`config.mk`:
```
export PLATFORM = sky130hd
export DESIGN_NAME = fixed_point_sigmoid_pwl
export DESIGN_NICKNAME = d
export VERILOG_FILES = /design/src/sv/fxsig_pkg.sv /design/src/sv/fxsig_front.sv /design/src/sv/fxsig_queue.sv /design/src/sv/fxsig_back.sv /design/src/sv/fixed_point_sigmoid_pwl.sv
export VERILOG_INCLUDE_DIRS = /design/src /design/src/sv
export SDC_FILE = /design/constraint.sdc
export NUM_CORES = 1
export LEC_CHECK = 0
export ABC_AREA = 1
export BUFFER_PORTS_ARGS = -buffer_cell sky130_fd_sc_hd__buf_2
export CAP_MARGIN = 30
export CORE_MARGIN = 2
export CORE_UTILIZATION = 65
export CTS_BUF_LIST = sky130_fd_sc_hd__clkbuf_8
export CTS_CLUSTER_DIAMETER = 100
export DETAILED_ROUTE_END_ITERATION = 7
export PLACE_DENSITY_LB_ADDON = 0.05
export SLEW_MARGIN = 25
export SYNTH_ARGS = -nofsm -noshare
export SYNTH_HDL_FRONTEND = slang
export SYNTH_SLANG_ARGS = --single-unit
```
`constraint.sdc`:
```
create_clock -name clk_i -period 8.8 [get_ports clk_i]
set_input_delay 0.88 -clock clk_i [delete_from_list [all_inputs] [get_ports clk_i]]
set_output_delay 0.88 -clock clk_i [all_outputs]
set_load 0.02 [all_outputs]
```
`src/sv/fixed_point_sigmoid_pwl_defines.svh`:
```
// Assertion macros for the sigmoid block.
`ifndef FIXED_POINT_SIGMOID_PWL_DEFINES_SVH
`define FIXED_POINT_SIGMOID_PWL_DEFINES_SVH

`ifndef ASSERT_OFF
// Same-cycle implication, sampled on clk_i, off during reset.
`define ASSERT_IMPL(lbl, ante, cons) \
  lbl: assert property (@(posedge clk_i) disable iff (!rst_ni) (ante) |-> (cons)) \
    else $error("assertion failed");
// Next-cycle implication, sampled on clk_i, off during reset.
`define ASSERT_NEXT(lbl, ante, cons) \
  lbl: assert property (@(posedge clk_i) disable iff (!rst_ni) (ante) |=> (cons)) \
    else $error("assertion failed");
`else
`define ASSERT_IMPL(lbl, ante, cons)
`define ASSERT_NEXT(lbl, ante, cons)
`endif

`endif

```
`src/sv/fxsig_pkg.sv`:
```
`timescale 1ns / 1ps
`default_nettype none

package fxsig_pkg;

  localparam int Segments = 16;
  localparam int SegW     = $clog2(Segments);
  localparam int MagW     = 17;

  localparam logic [MagW-1:0] BandTop [Segments] = '{
    17'd971,   17'd1699,  17'd2347,  17'd2974,  17'd3614,  17'd4291,  17'd5026,  17'd5861,
    17'd6831,  17'd7864,  17'd8987,  17'd10375, 17'd11594, 17'd13168, 17'd14730, 17'd32768
  };

  localparam logic [15:0] SegSlope [Segments] = '{
    16'd32316, 16'd29471, 16'd25891, 16'd22068, 16'd18225, 16'd29057, 16'd22206, 16'd16113,
    16'd10881, 16'd27353, 16'd16611, 16'd9242,  16'd4618,  16'd20670, 16'd8610,  16'd693
  };

  localparam logic [14:0] BiasPos [Segments] = '{
    15'd16384, 15'd16721, 15'd17464, 15'd18559, 15'd19954, 15'd21585, 15'd23380, 15'd25249,
    15'd27121, 15'd28807, 15'd30096, 15'd31107, 15'd31839, 15'd32199, 15'd32502, 15'd32724
  };

  localparam logic [14:0] BiasNeg [Segments] = '{
    15'd16384, 15'd16047, 15'd15304, 15'd14209, 15'd12814, 15'd11183, 15'd9388,  15'd7519,
    15'd5647,  15'd3961,  15'd2672,  15'd1661,  15'd929,   15'd569,   15'd266,   15'd44
  };

  localparam logic [4:0] ShiftA = 5'd13;
  localparam logic [4:0] ShiftB = 5'd14;
  localparam logic [4:0] ShiftC = 5'd16;
  localparam logic [4:0] ShiftD = 5'd19;

  // One classified sample on its way from front to back.
  typedef struct packed {
    logic signed [15:0] sample;
    logic [SegW-1:0]    seg;
  } fxsig_item_t;

  typedef struct packed {
    logic full;
    logic empty;
  } fxsig_qstat_t;

  function automatic logic [4:0] seg_shift(input logic [SegW-1:0] seg);
    logic [4:0] sh;
    if (seg < SegW'(5)) begin
      sh = ShiftA;
    end else if (seg < SegW'(9)) begin
      sh = ShiftB;
    end else if (seg < SegW'(13)) begin
      sh = ShiftC;
    end else begin
      sh = ShiftD;
    end
    return sh;
  endfunction

endpackage

`default_nettype wire

```
`src/sv/fxsig_front.sv`:
```
`timescale 1ns / 1ps
`default_nettype none

module fxsig_front import fxsig_pkg::*; (
  input  wire logic               clk_i,
  input  wire logic               rst_ni,
  input  wire logic signed [15:0] sample_i,
  input  wire logic               sample_valid_i,
  output logic                    sample_ready_o,
  input  wire fxsig_qstat_t       q_stat_i,
  output logic                    push_o,
  output fxsig_item_t             item_o,
  output logic                    busy_o
);

  logic            valid_q, valid_d;
  fxsig_item_t     item_q;
  logic [MagW-1:0] mag;
  logic [SegW-1:0] seg;
  logic            take;

  assign mag = sample_i[15] ? (MagW'(0) - {sample_i[15], sample_i})
                            : {1'b0, sample_i};

  // Pick the first band whose top is at or above the magnitude.
  always_comb begin
    seg = SegW'(Segments - 1);
    for (int i = Segments - 1; i >= 0; i--) begin
      if (mag <= BandTop[i]) begin
        seg = SegW'(i);
      end
    end
  end

  assign push_o         = valid_q && !q_stat_i.full;
  assign sample_ready_o = !valid_q || !q_stat_i.full;
  assign take           = sample_valid_i && sample_ready_o;
  assign item_o         = item_q;
  assign busy_o         = valid_q;

  always_comb begin
    valid_d = valid_q;
    if (take) begin
      valid_d = 1'b1;
    end else if (push_o) begin
      valid_d = 1'b0;
    end
  end

  always_ff @(posedge clk_i or negedge rst_ni) begin
    if (!rst_ni) begin
      valid_q <= 1'b0;
    end else begin
      valid_q <= valid_d;
    end
  end

  always_ff @(posedge clk_i) begin
    if (take) begin
      item_q.sample <= sample_i;
      item_q.seg    <= seg;
    end
  end

endmodule

`default_nettype wire

```
`src/sv/fxsig_queue.sv`:
```
`timescale 1ns / 1ps
`default_nettype none

module fxsig_queue import fxsig_pkg::*; (
  input  wire logic         clk_i,
  input  wire logic         rst_ni,
  input  wire logic         push_i,
  input  wire fxsig_item_t  item_i,
  input  wire logic         pop_i,
  output fxsig_item_t       head_o,
  output fxsig_qstat_t      stat_o
);

  fxsig_item_t entry_q [2];
  logic        wptr_q, wptr_d;
  logic        rptr_q, rptr_d;
  logic [1:0]  cnt_q, cnt_d;

  assign stat_o.full  = (cnt_q == 2'd2);
  assign stat_o.empty = (cnt_q == 2'd0);
  assign head_o       = entry_q[rptr_q];

  always_comb begin
    wptr_d = push_i ? !wptr_q : wptr_q;
    rptr_d = pop_i  ? !rptr_q : rptr_q;
    cnt_d  = cnt_q;
    if (push_i && !pop_i) begin
      cnt_d = cnt_q + 2'd1;
    end else if (pop_i && !push_i) begin
      cnt_d = cnt_q - 2'd1;
    end
  end

  always_ff @(posedge clk_i or negedge rst_ni) begin
    if (!rst_ni) begin
      wptr_q <= 1'b0;
      rptr_q <= 1'b0;
      cnt_q  <= 2'd0;
    end else begin
      wptr_q <= wptr_d;
      rptr_q <= rptr_d;
      cnt_q  <= cnt_d;
    end
  end

  always_ff @(posedge clk_i) begin
    if (push_i) begin
      entry_q[wptr_q] <= item_i;
    end
  end

endmodule

`default_nettype wire

```
`src/sv/fxsig_back.sv`:
```
`timescale 1ns / 1ps
`default_nettype none

module fxsig_back import fxsig_pkg::*; (
  input  wire logic         clk_i,
  input  wire logic         rst_ni,
  input  wire fxsig_item_t  head_i,
  input  wire fxsig_qstat_t q_stat_i,
  output logic              pop_o,
  output logic [14:0]       activation_o,
  output logic              activation_valid_o,
  input  wire logic         activation_ready_i
);

  // Stage 1: product register.
  logic               s1_valid_q, s1_valid_d;
  logic signed [31:0] prod_q;
  logic [SegW-1:0]    seg_q;
  logic               neg_q;
  // Stage 2: output register.
  logic               s2_valid_q, s2_valid_d;
  logic [14:0]        act_q;

  logic               s1_load, s2_load;
  logic signed [31:0] slope_ext, sample_ext, prod_d;
  logic signed [31:0] shifted, bias_ext, sum;
  logic [14:0]        act_d;

  assign s2_load = !s2_valid_q || activation_ready_i;
  assign s1_load = !s1_valid_q || s2_load;
  assign pop_o   = !q_stat_i.empty && s1_load;

  assign slope_ext  = $signed({16'd0, SegSlope[head_i.seg]});
  assign sample_ext = 32'(head_i.sample);
  assign prod_d     = slope_ext * sample_ext;

  // Arithmetic shift floors toward minus infinity.
  assign shifted  = prod_q >>> seg_shift(seg_q);
  assign bias_ext = $signed({17'd0, (neg_q ? BiasNeg[seg_q] : BiasPos[seg_q])});
  assign sum      = shifted + bias_ext;

  always_comb begin
    if (sum < 0) begin
      act_d = 15'd0;
    end else if (sum > 32'sd32767) begin
      act_d = 15'h7fff;
    end else begin
      act_d = sum[14:0];
    end
  end

  always_comb begin
    s1_valid_d = s1_valid_q;
    if (s1_load) begin
      s1_valid_d = pop_o;
    end
    s2_valid_d = s2_valid_q;
    if (s2_load) begin
      s2_valid_d = s1_valid_q;
    end
  end

  always_ff @(posedge clk_i or negedge rst_ni) begin
    if (!rst_ni) begin
      s1_valid_q <= 1'b0;
      s2_valid_q <= 1'b0;
    end else begin
      s1_valid_q <= s1_valid_d;
      s2_valid_q <= s2_valid_d;
    end
  end

  always_ff @(posedge clk_i) begin
    if (pop_o) begin
      prod_q <= prod_d;
      seg_q  <= head_i.seg;
      neg_q  <= head_i.sample[15];
    end
    if (s2_load && s1_valid_q) begin
      act_q <= act_d;
    end
  end

  assign activation_o       = act_q;
  assign activation_valid_o = s2_valid_q;

endmodule

`default_nettype wire

```
`src/sv/fixed_point_sigmoid_pwl.sv`:
```
// Piecewise-linear sigmoid over 16 segments.
// Input channel: sample_i (signed 16-bit fixed point) with sample_valid_i /
// sample_ready_o. A transaction completes at a rising edge with both high.
// Output channel: activation_o (Q15, 16384 is one half) with
// activation_valid_o / activation_ready_i, one result per input transaction,
// in order.
// Throughput: one transaction per cycle on each side, sustained while activation_ready_i is high.
// Path: an input passes through the front register (magnitude and segment
// pick), the two-entry queue and the multiply register, then the output
// register, where activation_valid_o rises.
// A receiver stall backs up the output and multiply registers, then the
// queue, then the front; sample_ready_o drops only once the front register
// holds an item the full queue cannot take. Nothing is lost or repeated.
// Reset (rst_ni low, asynchronous) empties every stage; the block keeps no
// other state and is ready for input in the first cycle after reset.
`timescale 1ns / 1ps
`default_nettype none
`include "fixed_point_sigmoid_pwl_defines.svh"

module fixed_point_sigmoid_pwl import fxsig_pkg::*; (
  input  wire logic               clk_i,
  input  wire logic               rst_ni,
  input  wire logic signed [15:0] sample_i,
  input  wire logic               sample_valid_i,
  output logic                    sample_ready_o,
  output logic [14:0]             activation_o,
  output logic                    activation_valid_o,
  input  wire logic               activation_ready_i
);

  fxsig_qstat_t q_stat;
  fxsig_item_t  push_item;
  fxsig_item_t  head_item;
  logic         q_push;
  logic         q_pop;
  logic         front_busy;

  fxsig_front u_front (
    .clk_i          (clk_i),
    .rst_ni         (rst_ni),
    .sample_i       (sample_i),
    .sample_valid_i (sample_valid_i),
    .sample_ready_o (sample_ready_o),
    .q_stat_i       (q_stat),
    .push_o         (q_push),
    .item_o         (push_item),
    .busy_o         (front_busy)
  );

  fxsig_queue u_queue (
    .clk_i  (clk_i),
    .rst_ni (rst_ni),
    .push_i (q_push),
    .item_i (push_item),
    .pop_i  (q_pop),
    .head_o (head_item),
    .stat_o (q_stat)
  );

  fxsig_back u_back (
    .clk_i              (clk_i),
    .rst_ni             (rst_ni),
    .head_i             (head_item),
    .q_stat_i           (q_stat),
    .pop_o              (q_pop),
    .activation_o       (activation_o),
    .activation_valid_o (activation_valid_o),
    .activation_ready_i (activation_ready_i)
  );

  `ASSERT_IMPL(a_push_has_room, q_push, !q_stat.full)
  `ASSERT_IMPL(a_pop_has_data, q_pop, !q_stat.empty)
  `ASSERT_NEXT(a_accept_fills_front, sample_valid_i && sample_ready_o, front_busy)

endmodule

`default_nettype wire
```
==> impl_metrics.yaml <==
clock_network:
  max-clock-path-buffers: 2
  cts_buffers: 9
  clockRootBuffer: "clkbuf_8"
  htree_num_levels: 3
  clock_sinks: 107
  clock_latency_ns: 0.40
  cts_tree: "done"
  clkTransAtPathRegs_ns: 0.12
  post_cts_buffers: 0
route:
  wl_per_cell_um: 16.9
  vias: 12600
  ant_nets: 0
  drt_iter0_drc: 981
  dr.pass1.iters: 6
  wl_um: 37900
  routed_via_density: 5.64
  drcViolationCount: 0
synthesis:
  synth.distinct_cells: 49
  synth_area_um2: 15100
  synth_largest_area_cell: "fa_1"
  synth_edf_count: 100
  ys_ff_latch: 107
  synth_fp_nets: 2258
  ys.flop_type: "edfxtp_1"
  seq_area_frac_synth_pct: 21.0
  syn_avg_cell_area_um2: 7.92
  netlist.area_leader.share_pct: 24.0
  synth_most_common_cell: "nand2_1"
  synth_area_leaders: "fa_1, edfxtp_1, ha_1"
  synthCells: 1907
  async_flop_share_pct: 6.54
  yosysWarnings: 0
  synth_common_cells: "nand2_1, inv_1, nor2_1"
floorplanning:
  ios: 37
  placement_rows: 55
  initial_utilization_pct: 66.5
  die_h_um: 156
  dieArea_um2: 24500
  die_w_um: 156
  design.core.area_um2: 22700
sta:
  holdWs_ns: 0.292
  worst_clock_skew_ns: 0.0263
  period_share_pct: 91.8
  max_slew_margin_pct: 35.8
  worst_pin_slew_ns: 0.944
  setup_viol: 0
  rsz0062_at_grt: "false"
  fmax_mhz: 124
  final_hold_viol_count: 0
  slew_violations: 0
  fin_tns_setup_ns: 0
  period_needed_ns: 8.08
setup_path:
  reg2reg_from: "u_queue.rptr_q$_DFFE_PN0P_"
  ff2ff_path_depth: 34
  worstPathMaxFanout: 9
  cp-end-kind: "register"
  slowest_delay_ns: 0.53
  reg2reg_to: "u_back.prod_q[28]$_DFFE_PP_"
  crit_required_ns: 8.93
  cpMostUsedCell: "inv_1"
  arrival_ns: 8.21
  cp-start-kind: "register"
  startpoint: "u_queue.rptr_q$_DFFE_PN0P_"
  r2r_slack_ns: 0.72
  path_class: "reg -> reg"
  slowest_stage: "fa_1"
  cp-endpoint: "u_back.prod_q[28]$_DFFE_PP_"
global_routing:
  use_met2_pct: 52.8
  grt_busiest_layer: "met2"
  met1_usage_pct: 45.8
  grt_pass1_vias: 12300
  use_met3_pct: 6.23
  grt_max_degree: 34
  grt-ovfl-total: 0
  antenna_found_initial: 0
  grt_pass1_wl_um: 62200
  track_usage_pct: 32.7
run_status:
  outcome: "finished clean"
min_path:
  hp-class: "in -> async"
placement:
  dp_cells: 2220
  routabilityCongestion: 1.05
  hpwl_um: 31800
  port_buffers: 36
finish:
  areaGrowthSynthToFinish_pct: 5.85
  drive_above_1_share_pct: 5.83
  fin_util_pct: 70.4
  num_antenna_cells: 0
  fill_cells: 1900
  final-instance-count-excl-fill: 2239
  layout.nets: 2300
job:
  drv_cap: 0
[how the worst min path moves through the flow]
stage                               startpoint                          endpoint  slack [ns]  cells past startpoint
6_report                                rst_ni        u_queue.wptr_q$_DFFE_PN0P_        0.29                      1
5_1_grt                                 rst_ni     u_back.s1_valid_q$_DFFE_PN0N_        0.28                      1
4_1_cts                                 rst_ni      u_queue.cnt_q[0]$_DFFE_PN0P_        0.27                      1
3_5_place_dp   u_front.item_o[3]$_SDFFCE_PP0P_   u_queue.entry_q[1][3]$_DFFE_PP_        0.43                      0
3_3_place_gp      u_front.item_o[16]$_DFFE_PP_  u_queue.entry_q[1][16]$_DFFE_PP_        0.42                      0
2_1_floorplan  u_front.item_o[0]$_SDFFCE_PP0P_   u_queue.entry_q[0][0]$_DFFE_PP_        0.42                      0
[layout make-up]
cell class              instances  area [um2]  share of cell area [%]
multi-input cells            1352       10300                    64.2
flip-flops and latches        107        3180                    19.9
inverters                     410        1550                    9.67
repair buffers                 69         435                    2.72
well taps                     285         357                    2.23
clock buffers                   9         124                   0.774
clock inverters                 7        91.3                   0.571
[critical path, delay by kind of cell (launching register included)]
kind | cells | cell delay, ns
AO/OA/AOI/OAI | 10 | 1.81
XOR/XNOR | 1 | 0.16
adder cells (fa/ha/maj) | 8 | 3.56
buffers and inverters | 10 | 0.94
flip-flops | 1 | 0.41
AND/OR/NAND/NOR | 5 | 0.93
[per-stage QoR]
step | cell area (um2) | setup WS (ns)
2_1_floorplan | 15100 | 1.04
3_3_place_gp | 15700 | 0.891
3_5_place_dp | 15700 | 0.615
4_1_cts | 15900 | 0.560
5_1_grt | 16000 | 0.0828
6_report | 16000 | 0.719
[routing by layer]
layer  wire length (um)  share of wire [%]
met1              16100                 42
met4               1080                2.8
met5                  0                  0
met3               3230                8.5
met2              17500                 46
[what timing repair did]
| item | CTS | global route |
|---|---|---|
| hold buffers | 0 | 0 |
| hold endpoints to repair | 0 | 0 |
| endpoints found under the setup margin | 0 | 1 |
| gates resized for setup | 0 | 5 |
[cells in the final DEF, fill, tap and decap left out, types with 5 or more instances in the layout]
cell type,netlist,final
or2_2,6,6
o21ai_1,18,17
nand2_1,410,408
buf_4,0,31
buf_2,3,36
nor3_1,10,10
nand3_1,65,65
a31oi_1,10,10
ha_1,150,150
clkbuf_8,0,9
nand3b_1,5,5
edfxtp_1,100,100
xor2_1,23,23
o211ai_1,13,13
o21ai_0,98,98
dfrtp_1,7,7
fa_1,181,181
nor2_1,210,210
a21oi_1,77,76
xnor2_1,18,18
nand4_1,10,10
inv_1,402,402
[flip-flops by register name, summed over array words and instances, names as in the netlist]
| register | flops |
|---|---|
| u_queue.entry_q | 40 |
| u_back.prod_q | 20 |
| u_front.item_o | 20 |
| u_back.activation_o | 15 |
| u_back.seg_q | 4 |
| u_queue.cnt_q | 2 |
| u_back.activation_valid_o | 1 |
| u_back.neg_q | 1 |
| u_back.s1_valid_q | 1 |
| u_front.busy_o | 1 |
| u_queue.rptr_q | 1 |
| u_queue.wptr_q | 1 |
[cell families (layout without fill, tap and decap cells)]
logic type	count (synthesis)	count (layout)	synth area share, %
AND/OR/NAND/NOR	729	729	19.6
flip-flops	107	107	21.0
adder cells (fa/ha/maj)	331	331	36.4
XOR/XNOR	41	41	2.38
buffers and inverters	448	495	11.2
multiplexers	6	6	0.431
AO/OA/AOI/OAI	245	245	9.01
Power is left out: the tool's default activity adds up to more than one toggle a clock period on the data nets, which glitch-free logic cannot reach.
